$ cat src/hw/rtl/jls_pkg.sv
// Shared types and constants of the Jacobi linear solver.
`timescale 1ns / 1ps
`default_nettype none
package jls_pkg;

  // Item modes
  localparam logic [1:0] MODE_LOAD_A = 2'd0;
  localparam logic [1:0] MODE_LOAD_B = 2'd1;
  localparam logic [1:0] MODE_SOLVE  = 2'd2;

  // Configuration register indexes
  localparam logic [1:0] CFG_SIZE = 2'd0;
  localparam logic [1:0] CFG_TOL  = 2'd1;
  localparam logic [1:0] CFG_MAXIT = 2'd2;

  localparam int unsigned IdxW = 4;
  localparam int unsigned ValW = 32;
  localparam int unsigned ItW  = 10;
  localparam int unsigned OutLim = 16;

  // Commands from the controller to the datapath
  typedef struct packed {
    logic load_a;      // write matrix entry from input item
    logic load_b;      // write rhs entry from input item
    logic clr_x;       // zero old and new solution for a new solve
    logic pivot_chk;   // inspect diagonal of row i
    logic row_start;   // set accumulator to b[i]
    logic mac;         // accumulate one product of row i
    logic mac_last;    // last product of row i has been issued
    logic div_start;   // launch the division for row i
    logic sweep_start; // clear the norm for a new sweep
    logic commit;      // copy new solution into old solution
    logic [IdxW-1:0] i;
    logic [IdxW-1:0] j;
  } jls_cmd_t;

  // Status from the datapath to the controller
  typedef struct packed {
    logic zero_diag; // diagonal seen by pivot check is zero
    logic busy;      // product pipeline, pivot check, divider or row finish still working
    logic within_tol;
  } jls_sts_t;

endpackage
`default_nettype wire

$ cat src/hw/rtl/jls_ctrl.sv
// Controller of the Jacobi solver: sequences loads, sweeps and result output.
`timescale 1ns / 1ps
`default_nettype none
module jls_ctrl import jls_pkg::*; #(
  parameter int unsigned NMax = 16
) (
  input  wire logic            clk_i,
  input  wire logic            rst_ni,
  input  wire logic            in_valid_i,
  output logic                 in_ready_o,
  input  wire logic [1:0]      mode_i,
  input  wire logic [4:0]      size_i,
  input  wire logic [ItW-1:0]  maxit_i,
  output jls_cmd_t             cmd_o,
  input  wire jls_sts_t        sts_i,
  output logic                 out_valid_o,
  input  wire logic            out_ready_i,
  output logic [IdxW-1:0]      index_o,
  output logic [ItW-1:0]       iterations_o,
  output logic                 converged_o,
  output logic                 zero_pivot_o,
  output logic                 last_o
);

  localparam int unsigned Lim = (NMax < OutLim) ? NMax : OutLim;

  typedef enum logic [8:0] {
    S_IDLE  = 9'b000000001,
    S_PIV   = 9'b000000010,
    S_PWAIT = 9'b000000100,
    S_ROW   = 9'b000001000,
    S_MAC   = 9'b000010000,
    S_DIV   = 9'b000100000,
    S_WAIT  = 9'b001000000,
    S_CHECK = 9'b010000000,
    S_OUT   = 9'b100000000
  } state_e;

  state_e state_q, state_d;
  logic [IdxW-1:0] i_q, i_d, j_q, j_d, nm1_q, nm1_d;
  logic [ItW-1:0] it_q, it_d;
  logic conv_q, conv_d, zp_q, zp_d;
  logic fire;

  assign in_ready_o = (state_q == S_IDLE);
  assign fire = in_valid_i && in_ready_o;

  always_comb begin
    state_d = state_q;
    i_d = i_q; j_d = j_q; nm1_d = nm1_q; it_d = it_q;
    conv_d = conv_q; zp_d = zp_q;
    cmd_o = '0;
    cmd_o.i = i_q;
    cmd_o.j = j_q;
    unique case (state_q)
      S_IDLE: begin
        if (fire) begin
          unique case (mode_i)
            MODE_LOAD_A: cmd_o.load_a = 1'b1;
            MODE_LOAD_B: cmd_o.load_b = 1'b1;
            MODE_SOLVE: begin
              cmd_o.clr_x = 1'b1;
              if (size_i == 5'd0) nm1_d = '0;
              else if ({27'd0, size_i} > Lim) nm1_d = IdxW'(Lim - 1);
              else nm1_d = IdxW'(size_i - 5'd1);
              i_d = '0; it_d = '0; conv_d = 1'b0; zp_d = 1'b0;
              state_d = S_PIV;
            end
            default: ;
          endcase
        end
      end
      // Check each diagonal entry for zero
      S_PIV: begin
        cmd_o.pivot_chk = 1'b1;
        state_d = S_PWAIT;
      end
      S_PWAIT: begin
        if (!sts_i.busy) begin
          if (sts_i.zero_diag) begin
            zp_d = 1'b1; i_d = '0; state_d = S_OUT;
          end else if (i_q == nm1_q) begin
            i_d = '0;
            if (maxit_i == '0) state_d = S_OUT;
            else begin
              cmd_o.sweep_start = 1'b1; it_d = it_q + 1'b1; state_d = S_ROW;
            end
          end else begin
            i_d = i_q + 1'b1; state_d = S_PIV;
          end
        end
      end
      S_ROW: begin
        cmd_o.row_start = 1'b1;
        j_d = '0;
        state_d = S_MAC;
      end
      // Stream one product per cycle across the row
      S_MAC: begin
        cmd_o.mac = 1'b1;
        if (j_q == nm1_q) begin
          cmd_o.mac_last = 1'b1; state_d = S_DIV;
        end else j_d = j_q + 1'b1;
      end
      S_DIV: begin
        if (!sts_i.busy) begin
          cmd_o.div_start = 1'b1; state_d = S_WAIT;
        end
      end
      S_WAIT: begin
        if (!sts_i.busy) begin
          if (i_q == nm1_q) state_d = S_CHECK;
          else begin
            i_d = i_q + 1'b1; state_d = S_ROW;
          end
        end
      end
      S_CHECK: begin
        i_d = '0;
        if (sts_i.within_tol) begin
          conv_d = 1'b1; state_d = S_OUT;
        end else if (it_q == maxit_i) begin
          state_d = S_OUT;
        end else begin
          cmd_o.commit = 1'b1; cmd_o.sweep_start = 1'b1;
          it_d = it_q + 1'b1; state_d = S_ROW;
        end
      end
      // Hand out one item per solution entry
      S_OUT: begin
        if (out_ready_i) begin
          if (i_q == nm1_q) state_d = S_IDLE;
          else i_d = i_q + 1'b1;
        end
      end
      default: state_d = S_IDLE;
    endcase
  end

  always_ff @(posedge clk_i or negedge rst_ni) begin
    if (!rst_ni) begin
      state_q <= S_IDLE;
      i_q <= '0; j_q <= '0; nm1_q <= '0; it_q <= '0;
      conv_q <= 1'b0; zp_q <= 1'b0;
    end else begin
      state_q <= state_d;
      i_q <= i_d; j_q <= j_d; nm1_q <= nm1_d; it_q <= it_d;
      conv_q <= conv_d; zp_q <= zp_d;
    end
  end

  assign out_valid_o  = (state_q == S_OUT);
  assign index_o      = i_q;
  assign iterations_o = it_q;
  assign converged_o  = conv_q;
  assign zero_pivot_o = zp_q;
  assign last_o       = (i_q == nm1_q);

endmodule
`default_nettype wire

$ cat config.mk
export PLATFORM = sky130hd
export DESIGN_NAME = jls_ctrl
export DESIGN_NICKNAME = d
export VERILOG_FILES = /design/src/hw/rtl/jls_pkg.sv /design/src/hw/rtl/jls_ctrl.sv
export SDC_FILE = /design/constraint.sdc
export NUM_CORES = 1
export LEC_CHECK = 0
export CAP_MARGIN = 0
export CORE_MARGIN = 2
export CORE_UTILIZATION = 45
export CTS_BUF_LIST = sky130_fd_sc_hd__clkbuf_2 sky130_fd_sc_hd__clkbuf_4 sky130_fd_sc_hd__clkbuf_8
export CTS_CLUSTER_DIAMETER = 120
export DETAILED_ROUTE_END_ITERATION = 6
export DONT_BUFFER_PORTS = 1
export PLACE_DENSITY_LB_ADDON = 0.15
export SYNTH_ARGS = -nofsm -noshare
export SYNTH_HDL_FRONTEND = slang
export SYNTH_SLANG_ARGS = --single-unit
$ cat constraint.sdc
create_clock -name clk_i -period 5.76 [get_ports clk_i]
set_input_delay 0.576 -clock clk_i [delete_from_list [all_inputs] [get_ports clk_i]]
set_output_delay 0.576 -clock clk_i [all_outputs]
set_load 0.005 [all_outputs]
## After elaboration in Yosys (flattened, before gate mapping)

Index checks and enable logic that the tools add are counted.

- $add $sub $neg: 4
- Shift operators: 0
- Bitwise gates (word level): 0
- $mul: 0
- Reductions and logical operators: 16
- Mux-type cells: 63
- Divide/modulo/power cells: 0
- Order comparisons: 1
- Eq/ne operators: 30

Operators with widths:

| operator | count |
|---|---|
| two-way mux 9 bit | 13 |
| one-hot mux 9 bit (9 select lines) | 1 |
| two-way mux 10 bit | 8 |
| two-way mux 4 bit | 11 |
| one-hot mux 10 bit (3 select lines) | 1 |
| inequality test 2 bit, second input constant | 12 |
| one-hot mux 4 bit (5 select lines) | 1 |
| two-way mux 1 bit | 18 |
| adder 10 x 1 -> 10 bit, second input constant | 1 |
| equality test 10 bit | 1 |
| logical NOT 10 bit | 1 |
| equality test 9 x 1 -> 1 bit, second input constant | 1 |
| equality test 9 x 2 -> 1 bit, second input constant | 1 |
| equality test 9 x 3 -> 1 bit, second input constant | 1 |
| equality test 9 x 4 -> 1 bit, second input constant | 1 |
| equality test 9 x 5 -> 1 bit, second input constant | 1 |
| equality test 9 x 6 -> 1 bit, second input constant | 1 |
| equality test 9 x 7 -> 1 bit, second input constant | 1 |
| equality test 9 x 8 -> 1 bit, second input constant | 1 |
| equality test 9 bit, second input constant | 1 |
| AND reduction 9 bit | 1 |
| adder 4 x 1 -> 4 bit, second input constant | 2 |
| equality test 4 bit | 2 |
| two-way mux 8 bit | 1 |
| other kinds (21) | 31 |

- Memories kept: 0
- Memory bits (writable): 0
- Latch bits: 0
- Register bits: 33
- Bits in read-only memories: 0

## Depth between registers and ports, before layout

- Depth in word-level cells: 6
- Depth in mapped cells: 8

## Worst setup path after synthesis

OpenSTA, ideal clock, no wires.

- Path kind: flip-flop to output port
- Start: reg state_q[6]
- End: out cmd_o[9] in the netlist's numbering
- Buffers on the path: 1
- Arrival: 1.882 ns
- Stages on the path, launching flop included: 7
- Setup slack: 3.302 ns
- Cell sequence: dfrtp_1 > buf_6 > nor4_2 > nand4b_1 > or4_1 > o21a_1 > inv_1

RTL lines:

| element | line | source |
|---|---|---|
| from (decl) | jls_ctrl.sv:39 | `state_e state_q, state_d;` |
| from (signal assigned) | jls_ctrl.sv:146 | `state_q <= state_d;` |
| to (decl) | jls_ctrl.sv:14 | `output jls_cmd_t cmd_o,` |

==> impl_results.md <==
* Power, Total at 0.841 mW
* DR vias at 1940
* # port buffers at 0
* Tightest Hold Check Type: in2async
* Run status: complete, no violations
* N_diodes at 0
* Clock root buffer: clkbuf_8
* Critical Path End: cmd_o[9]
* Sequential share of power at 38.1%
* Unrepaired setup endpoints after global routing: false
* Largest net degree at the start of global routing at 33
* Post-synthesis register bit count at 33
* Worst ir drop on vdd at ~140 µV
* WL per Instance at about 16 µm
* Routability Congestion at 0.898
* Max-slew headroom at 53.1%
* Max Freq at 0.330 GHz
* Flop-to-flop setup slack at 3.16 ns
* First DRT Iteration DRCs at 119
* Routed Wire Length at 5450 µm
* Height of the die at 75.4 µm
* Max-cap violations at 0
* P&R area growth vs syn at 5.24%
* EDFF count, synth at 0
* Combinational Power Share at roughly two fifths
* Critical path arrival at approximately 2.5 ns
* Setup crit end kind: output port
* Critical path type: reg2out
* Vias/cell at 5.86
* Syn Nets at 297
* Clock Skews at between 0.005 and 0.006 ns
* Die area at ~5700 µm²
* R2r worst-path depth at 6
* Layout cells sized above 1 at 7.20%
* Post-synth ARST share at between 90% and 100%
* FF-to-FF End: iterations_o[8]
* # setup viols final at 0
* Setup TNS at 0 ns
* Final min period at 3.03 ns
* Setup crit start: state_q[6]
* FP Rows at 25
* Clock buffer depth at 2
* Core area at a little under 5000 µm²
* Htree depth at 2
* CTS tree: built
* Leak at around 1.0 nW
* Residual DRC count at 0
* Critical Path RT at 5.18 ns
* Period utilization at 52.7%
* Cell Pwr Density at roughly 350 nW/µm²
* Fin Hold WS at between 0.1 and 0.15 ns
* Routed Antenna Nets at 0
* Ys flop type: dfrtp_1
* Psw at 0.338 mW
* Vias in the first global route at 1855
* Setup WS post-layout at 2.73 ns
* Slew Limit Fails at 0
* Crit path launch type: flop
* Syn Area/Cell at 8.53 µm²
* Netlist Area Pre-Place at 2290 µm²
* Sink Count at 33
* CP max FO at 8
* Final #Nets at 291
* Initial Utilization at between 40% and 50%
* Die Wd at between 70 and 80 µm
* First-pass iteration count of the detailed router at 4
* Grt total ovfl at 0
* Yosys cell types at 52
* HPWL after DPL at 4240 µm
* Worst-path clk slew at approximately 0.070 ns
* # IOs at between 60 and 70
* Pre-CTS setup slack at 3.04 ns
* Worst-skew pair later-pin latency at between 0.2 and 0.3 ns
* Synth Instances at around 270
* Final Hold Fails at 0
* Slew @ Worst Pin at 0.697 ns
* First-pass GRT wire length at 8980 µm
* Total GRT Usage at 20.7%
* Syn. warnings at 0
* Buffers inserted by post-CTS timing repair at 0
* Switching fraction of total power at about 40%
* CTS Buf Count at 5
* Reg2Reg Launch Point: state_q[6]
* Int Power at 0.503 mW
* Initial antenna violation count at 0
* Clock network power share at between 20% and 30%
* Sequential share of the synthesized area at 36.1%
==> worst min path at each step <==
stage | startpoint | cells after the start | end | slack (ns)
finish | rst_ni | 1 | iterations_o[3] | 0.12
global route | rst_ni | 0 | state_q[0] | 0.12
CTS | rst_ni | 1 | iterations_o[3] | 0.12
detailed placement | rst_ni | 0 | iterations_o[3] | 0.28
global placement | rst_ni | 0 | iterations_o[3] | 0.28
floorplan | rst_ni | 0 | converged_o | 0.28
==> per-stage QoR <==
stage	instances	utilization (%)	cell area, µm²
after floorplan	269	-	2290
after global placement	322	47.7	2300
after detailed placement	322	47.7	2300
after CTS	331	50.1	2410
after global routing	331	50.1	2410
final	331	50.1	2410
==> registers in the layout (all words and copies together), names as in the netlist <==
register and flops:
converged_o 1, state_q 9, nm1_q 4, iterations_o 10
j_q 4, index_o 4, zero_pivot_o 1
==> timing repair <==
item | 4_1_cts | 5_1_grt
hold buffers | 1 | 0
hold endpoints to repair | 32 | 0
gates resized for setup | 0 | 0
==> cell type report <==
class / count / area (µm²)
fillers: 491 / 2400
inverters: 17 / 63.8
repair buffers: 1 / 20.0
clock buffers: 8 / 97.6
multi-input cells: 205 / 1320
well taps: 67 / 83.8
flip-flops and latches: 33 / 827
==> cells in the mapped netlist, drive strengths merged, types with 2 or more instances <==
cell type	number	area, µm²
dfrtp	32	801
nand2	23	86.3
nor2	22	90.1
xnor2	19	166
inv	17	63.8
nand3	17	85.1
o21ai	17	85.1
a21oi	12	60.1
buf	9	62.6
nand4	7	50.1
xor2	7	61.3
and3	6	37.5
nor4	6	43.8
or3	6	42.5
clkbuf	5	18.8
nand2b	5	31.3
nor3	5	25.0
o31ai	5	37.5
or4	5	41.3
and4b	4	40.0
ha	4	50.1
a31oi	3	18.8
mux2	3	33.8
o21a	3	22.5
a21o	2	15.0
maj3	2	20.0
nor2b	2	12.5
nor4b	2	17.5
o211ai	2	15.0
o22ai	2	12.5
o41ai	2	17.5
==> power groups by stage <==
stage          combinational [mW]  sequential (mW)  clock [mW]
5_1_grt                     0.381            0.327       0.200
4_1_cts                     0.336            0.321       0.192
2_1_floorplan               0.298            0.292           0
3_5_place_dp                0.327            0.325           0
6_report                    0.335            0.321       0.185
3_3_place_gp                0.326            0.324           0
==> layer usage <==
metal  GRT usage, %  up-vias  share of wire, %
li1               -      955                 -
met1           29.2      913                47
met2           31.0       61                45
met3           5.29       11               6.4
met4           6.82        0               1.7
met5              0        -                 0
==> cells in the final DEF, fill, tap and decap left out, drive strengths merged, types with 3 or more instances in the layout <==
master,instances
a21oi,12
a31oi,3
and3,6
and4b,4
clkbuf,8
dfrtp,32
ha,4
inv,17
mux2,3
nand2,23
nand2b,5
nand3,17
nand4,7
nor2,22
nor3,5
nor4,6
o21a,3
o21ai,17
o31ai,5
or3,6
or4,5
xnor2,19
xor2,7
==> worst max-delay path: stages, from the launching register on <==
cell and delay (ns):
dfrtp_1 0.47, nor4_2 0.57, nand4b_1 0.28, or4_1 0.48, o21a_1 0.26, inv_1 0.12
==> kinds of logic after synthesis <==
group | count (synthesis) | synth area share, %
AND/OR/NAND/NOR | 116 | 28.4
AO/OA/AOI/OAI | 54 | 14.7
flip-flops | 33 | 36.1
buffers and inverters | 31 | 6.33
XOR/XNOR | 26 | 9.93
adder cells (fa/ha/maj) | 6 | 3.06
multiplexers | 3 | 1.47
Note: power is estimated with default switching activity, not from simulation.
